===== config.mk =====
export PLATFORM = sky130hd
export DESIGN_NAME = pkchl_ctrl
export DESIGN_NICKNAME = d
export VERILOG_FILES = /design/src/rtl/core/pkchl_pkg.sv /design/src/rtl/core/pkchl_ctrl.sv
export SDC_FILE = /design/constraint.sdc
export NUM_CORES = 1
export LEC_CHECK = 0
export BUFFER_PORTS_ARGS = -buffer_cell sky130_fd_sc_hd__buf_4
export CAP_MARGIN = 10
export CORE_AREA = 4 4 41 43
export CTS_CLUSTER_DIAMETER = 150
export DETAILED_ROUTE_END_ITERATION = 8
export DIE_AREA = 0 0 45 47
export PLACE_DENSITY_LB_ADDON = 0.05
export SYNTH_ARGS = -nofsm -noshare
export SYNTH_HDL_FRONTEND = slang
export SYNTH_SLANG_ARGS = --single-unit

===== constraint.sdc =====
create_clock -name i_clk -period 2.4 [get_ports i_clk]
set_input_delay 0 -clock i_clk [delete_from_list [all_inputs] [get_ports i_clk]]
set_output_delay 0 -clock i_clk [all_outputs]
set_load 0.02 [all_outputs]

===== src/rtl/core/pkchl_pkg.sv =====
// Shared constants, codes and controller/datapath interface types for the pair lookup core
`default_nettype none

package pkchl_pkg;

    localparam int HASH_BUCKETS_DEF = 1024;
    localparam int POOL_ENTRIES_DEF = 512;
    localparam int TOKEN_W          = 32;
    localparam int HASH_SHIFT       = 4;

    typedef enum logic [1:0] {
        ST_LOOKUP   = 2'd0,
        ST_INS_OK   = 2'd1,
        ST_INS_FULL = 2'd2
    } t_status;

    typedef enum logic [1:0] {
        RES_MISS     = 2'd0,
        RES_HIT      = 2'd1,
        RES_INS_OK   = 2'd2,
        RES_INS_FULL = 2'd3
    } t_res;

    typedef struct packed {
        logic clr_wr;
        logic in_take;
        logic bkt_rd;
        logic bkt_src_in;
        logic ins_wr;
        logic ent_rd;
        logic ent_src_link;
        logic res_load;
        t_res res_kind;
        logic out_load;
    } t_cmd;

    typedef struct packed {
        logic clr_last;
        logic hash_done;
        logic bkt_valid;
        logic pool_full;
        logic key_match;
        logic link_valid;
        logic enable;
    } t_sts;

endpackage

`default_nettype wire


===== src/rtl/core/pkchl_ctrl.sv =====
// Controller: sequences clear pass, hashing, bucket read, chain walk and result delivery
`default_nettype none

module pkchl_ctrl import pkchl_pkg::*; #(
    parameter int HASH_BUCKETS = HASH_BUCKETS_DEF
) (
    input  wire logic i_clk,
    input  wire logic i_rst_n,
    input  wire logic i_in_valid,
    input  wire logic i_action,
    input  wire logic i_out_ready,
    input  wire t_sts i_sts,
    output t_cmd      o_cmd,
    output logic      o_in_ready,
    output logic      o_out_valid
);

    localparam bit IS_POW2 = (HASH_BUCKETS & (HASH_BUCKETS - 1)) == 0;

    typedef enum logic [5:0] {
        S_CLR  = 6'b000001,
        S_IDLE = 6'b000010,
        S_HASH = 6'b000100,
        S_BKT  = 6'b001000,
        S_ENT  = 6'b010000,
        S_FIN  = 6'b100000
    } t_state;

    t_state r_state;
    t_state n_state;
    logic   r_is_ins;
    logic   r_out_valid;
    logic   w_out_free;

    assign w_out_free = !r_out_valid || i_out_ready;

    always_comb begin
        n_state = r_state;
        o_cmd   = '0;
        unique case (r_state)
            S_CLR: begin
                o_cmd.clr_wr = 1'b1;
                if (i_sts.clr_last) begin
                    n_state = S_IDLE;
                end
            end
            S_IDLE: begin
                if (i_in_valid) begin
                    o_cmd.in_take = 1'b1;
                    if (IS_POW2) begin
                        o_cmd.bkt_rd     = 1'b1;
                        o_cmd.bkt_src_in = 1'b1;
                        n_state          = S_BKT;
                    end else begin
                        n_state = S_HASH;
                    end
                end
            end
            S_HASH: begin
                if (i_sts.hash_done) begin
                    o_cmd.bkt_rd = 1'b1;
                    n_state      = S_BKT;
                end
            end
            S_BKT: begin
                o_cmd.res_load = 1'b1;
                n_state        = S_FIN;
                if (r_is_ins) begin
                    if (i_sts.pool_full) begin
                        o_cmd.res_kind = RES_INS_FULL;
                    end else begin
                        o_cmd.ins_wr   = 1'b1;
                        o_cmd.res_kind = RES_INS_OK;
                    end
                end else if (!i_sts.enable || !i_sts.bkt_valid) begin
                    o_cmd.res_kind = RES_MISS;
                end else begin
                    // start the walk at the bucket head
                    o_cmd.res_load = 1'b0;
                    o_cmd.ent_rd   = 1'b1;
                    n_state        = S_ENT;
                end
            end
            S_ENT: begin
                if (i_sts.key_match) begin
                    o_cmd.res_load = 1'b1;
                    o_cmd.res_kind = RES_HIT;
                    n_state        = S_FIN;
                end else if (i_sts.link_valid) begin
                    o_cmd.ent_rd       = 1'b1;
                    o_cmd.ent_src_link = 1'b1;
                end else begin
                    o_cmd.res_load = 1'b1;
                    o_cmd.res_kind = RES_MISS;
                    n_state        = S_FIN;
                end
            end
            S_FIN: begin
                if (w_out_free) begin
                    o_cmd.out_load = 1'b1;
                    n_state        = S_IDLE;
                end
            end
            default: begin
                n_state = S_IDLE;
            end
        endcase
    end

    always_ff @(posedge i_clk) begin
        if (!i_rst_n) begin
            r_state     <= S_CLR;
            r_out_valid <= 1'b0;
        end else begin
            r_state <= n_state;
            if (o_cmd.out_load) begin
                r_out_valid <= 1'b1;
            end else if (i_out_ready) begin
                r_out_valid <= 1'b0;
            end
        end
    end

    always_ff @(posedge i_clk) begin
        if (o_cmd.in_take) begin
            r_is_ins <= i_action;
        end
    end

    assign o_in_ready  = (r_state == S_IDLE);
    assign o_out_valid = r_out_valid;

endmodule

`default_nettype wire


Word-level counts from Yosys, hierarchy flattened
Cells that the tools add are included.
{"block": "totals", "in_bits": 12, "n_memories": 0, "word_cells": 56, "out_inout_bits": 13, "romBits": 0, "latch_bits": 0, "ramBits": 0, "ff_bits": 8}
{"block": "op_classes", "n_addsub": 0, "magnitude_cmp": 0, "multipliers": 0, "mux": 35, "eq_ne": 11, "reduce_logical": 7, "shift": 0, "bitwise": 0, "div": 0}
{"op": "two-way mux 6 bit", "n": 8}
{"op": "case mux 6 bit (6 select lines)", "n": 1}
{"op": "two-way mux 1 bit", "n": 17}
{"op": "two-way mux 3 bit", "n": 3}
{"op": "!= test 2 bit, second input constant", "n": 4}
{"op": "== test 6 x 1 -> 1 bit, second input constant", "n": 1}
{"op": "== test 6 x 2 -> 1 bit, second input constant", "n": 1}
{"op": "== test 6 x 3 -> 1 bit, second input constant", "n": 1}
{"op": "== test 6 x 4 -> 1 bit, second input constant", "n": 1}
{"op": "== test 6 x 5 -> 1 bit, second input constant", "n": 1}
{"op": "== test 6 bit, second input constant", "n": 1}
{"op": "two-way mux 2 bit", "n": 3}
{"op": "case mux 3 bit (2 select lines)", "n": 1}
{"op": "AND reduction 5 bit", "n": 1}
{"op": "case mux 1 bit (2 select lines)", "n": 2}
{"op": "logical NOT 1 bit", "n": 3}
{"op": "!= test 3 bit, second input constant", "n": 1}
{"op": "logical OR 1 bit", "n": 2}
{"op": "nonzero test 2 bit", "n": 1}

Depth between registers and ports, before layout
{"block": "depth", "word_depth": 5, "depth_mapped": 5, "mapped_depth_nobuf": 4}

Worst setup path after synthesis
OpenSTA, ideal clock, no wires.
{"block": "synth_timing", "path_kind": "reg-to-reg", "from": "register r_state[4]", "to": "register r_is_ins (enable)", "stages_incl_launch_ff": 5, "n_path_buf": 0, "slack_ns": 0.903, "t_arrival_ns": 1.171, "period_less_slack_ns": 1.497, "setup_ns": 0.326, "required_ns": 2.074, "cell_sequence": "dfxtp_1 -> nor3_1 -> and3b_1 -> nand2_1 -> inv_1"}
{"block": "synth_via", "elab_chain_cells": 2}
{"element": "from (decl)", "line": "pkchl_ctrl.sv:29", "text": "t_state r_state;"}
{"element": "from (signal assigned)", "line": "pkchl_ctrl.sv:115", "text": "r_state <= n_state;"}
{"element": "== test 6 x 2 -> 1 bit"}
{"element": "via o_in_ready", "line": "pkchl_ctrl.sv:14", "text": "output logic o_in_ready,"}
{"element": "two-way mux 1 bit", "line": "pkchl_ctrl.sv:40", "text": "unique case (r_state)"}
{"element": "to (signal assigned)", "line": "pkchl_ctrl.sv:126", "text": "r_is_ins <= i_action;"}
{"element": "to (decl)", "line": "pkchl_ctrl.sv:31", "text": "logic r_is_ins;"}
The timed path passes the listed nets, and every way through them passes these cells.
A chain may end at the register's enable or synchronous reset.

==> impl_metrics.ini <==
[grt]
grt-ovfl-total = 0
grt_pass1_wl_microns = 1794
grt_max_degree = 9
grt_use_total_pct = 12.27
antenna_found_initial = 0
grt_pass1_vias = 423

[drt]
dr.pass1.iters = 3
wire_per_inst_microns = 11.59
drcViolationCount = 0
viasPerCell = 4.856
wl_microns = 1043
drtIter0Drc = 4
postRouteAntennaNets = 0
vias = 437

[clocking]
clkSinkCount = 7
clkSlewWorstSetupHoldPaths_ns = 0.05
cts_tree = yes
clockBufferDepth = 2
clock_latency_ns = 0.25
cts_buffers = 3
cts_resized = 0
root_buffer = clkbuf_4
htreeDepth = 1

[pwr]
total_power_uw = 301.9
switching_share_pct = 26.61
ir_worst_vdd_uv = 319.6
intPower_uw = 221.6
comb_power_share_pct = 20.6
power.leakage_nw = 0.2942
seqPwrFrac_pct = 43.3
switching_power_uw = 80.35
clkPwrFrac_pct = 36.1
power_density_nw_per_um2 = 466.8

[cells_and_area]
nNetsFinal = 88
syn2layout_area_growth_pct = 52.51
antenna_cells = 0
finish.instance_area_sq_um = 646.9
post-route-util_pct = 49.71
drive_above_1_share_pct = 41.33

[setup_path]
slowest_stage = dfxtp_1
worst_ep_required_time_ns = 2.40
worstSetupStartpointType = flop
end_kind = primary output
arrival_ns = 1.52
cp_max_fo = 4
max_stage_delay_ns = 0.33
path_delay_family = simple AND/OR/NAND/NOR gates
worst-setup-path-type = flop to primary output
path_cells = nor3_1 -> and3b_1 -> nand2_1 -> inv_1 -> buf_4
critPathBufInv = 2

[yosys]
yosys_warnings = 0
async_reset_ff_share_pct = 0
synth.distinct_cells = 29
synth-seq-cells = 7
yosysTopAreaCell = dfxtp_1
ys_top_cells_by_count = dfxtp_1 (6), nand2_1 (4)
synth.top_cell.area_share_pct = 28.32
syn_avg_cell_area_sq_um = 8.837
postSynthCellCount = 48
yosysMostFrequentCell = dfxtp_1
synthesis.area_sq_um = 424.2
synth_enable_flop_cells = 1
synth_top_flop_cell = dfxtp_1
yosys-top-cells-area = dfxtp_1 (28%), edfxtp_1 (7.1%), and3_1 (4.4%)
yosysSeqAreaShare_pct = 35.40
syn-num-nets = 60

[sta]
worst_slew_pin_slew_ns = 0.3246
fmax_ghz = 0.6573
slew_violations = 0
fin_tns_setup_ns = 0
fin_hold_ws_ns = 0.03228
fin_crit_sh_pct = 63.39
rsz0062_at_grt = no
finalSetupViolations = 0
relSlewSlack_pct = 78.19
min_period_ns = 1.521
hold_viol = 0
fin_worst_skew_ns = 0.0001944

[placement]
gp_congestion = 0.7254
io_buffers = 23
place_area_sq_um = 600.6
detailed_place_hpwl_microns = 836.2

[floorplanning]
die_x_microns = 45
ioPinCount = 25
num_rows = 13
initial_core_util_pct = 32.60
die_height_microns = 47
die-area_sq_um = 2115
core_region_area_sq_um = 1301

[min_path]
hp-class = input pin to flop

[status]
status = finished, final reports clean

[run]
drv_cap = 0
==> final timing paths <==
kind	startpoint	end	slack, ns	cells past startpoint
hold / removal	i_sts[6]	r_state[0]$_SDFFE_PN1P_	0.03	3
setup reg to reg	r_state[4]$_SDFFE_PN0P_	r_is_ins$_DFFE_PP_	1.00	4
setup / recovery	r_state[4]$_SDFFE_PN0P_	o_cmd[9]	0.88	5
hold reg to reg	o_out_valid$_SDFFE_PN0P_	o_out_valid$_SDFFE_PN0P_	0.55	2
==> logic make-up after synthesis <==
family	Yosys count	synth area share, %
simple gates	29	44.84
buf+inv	3	4.423
compound gates	9	15.34
flops	7	35.40
==> flip-flops by register name (all words and copies together), names as in the netlist <==
signal,flops
r_is_ins,1
o_out_valid,1
r_state,5
==> layout by cell type, fill, tap and decap left out <==
cell	count
a32o_1	1
and2b_4	1
buf_4	23
nor2b_2	1
dfxtp_1	6
o21a_1	1
and3_1	3
nor2b_1	3
o21ai_0	3
nand4b_1	1
a21oi_1	1
nand2_1	4
nor2_1	3
and3b_1	2
o2111a_1	1
and2_1	1
nor3_1	1
a21boi_0	1
clkbuf_4	3
a21oi_2	1
or3_1	1
nand2b_1	2
clkbuf_1	1
inv_1	1
nor4bb_1	1
nor3_2	1
and3_2	1
or3b_1	1
nor3b_1	1
edfxtp_1	1
nand3b_1	1
dlygate4sd3_1	2
==> worst register-to-register path, delay by kind of cell, from the launching register on <==
kind,cells,cell delay (ns)
flops,1,0.33
buf+inv,1,0.12
simple gates,3,0.66
==> repair_timing <==
action                    CTS  global route
hold endpoints to repair    4             0
hold buffers                2             0
buffers inserted            0             0
==> per-stage QoR <==
| step | worst slack (ns) | instances |
|---|---|---|
| 3_3_place_gp | 1.007 | 84 |
| 2_1_floorplan | 0.9028 | 48 |
| 5_1_grt | 0.7223 | 90 |
| 3_5_place_dp | 1.013 | 84 |
| 6_report | 0.8787 | 90 |
| 4_1_cts | 0.8660 | 90 |
==> power by group through the flow <==
stage | registers [mW] | clock network (mW) | logic, mW
after floorplan | 0.132 | 0 | 0.0339
after global placement | 0.133 | 0 | 0.0601
after detailed placement | 0.133 | 0 | 0.0600
after CTS | 0.131 | 0.115 | 0.0628
after global routing | 0.131 | 0.125 | 0.0678
final | 0.131 | 0.109 | 0.0621
==> metal layers <==
layer	vias to the layer above	GRT usage [%]	part of all wire, %
met1	191	14.19	42
met5	-	0	0
met3	4	5.747	9.2
met4	0	7.018	2.1
li1	226	-	-
met2	16	18.64	47
==> cell type report <==
class                           count  area [sq um]
Inverter                            1         3.754
Fill cell                         129         654.4
Timing Repair Buffer               25         192.7
Clock buffer                        4         26.28
Sequential cell                     7         150.1
Multi-Input combinational cell     38         255.2
Tap cell                           15         18.77
No activity file was read; power rests on OpenSTA's default activity.
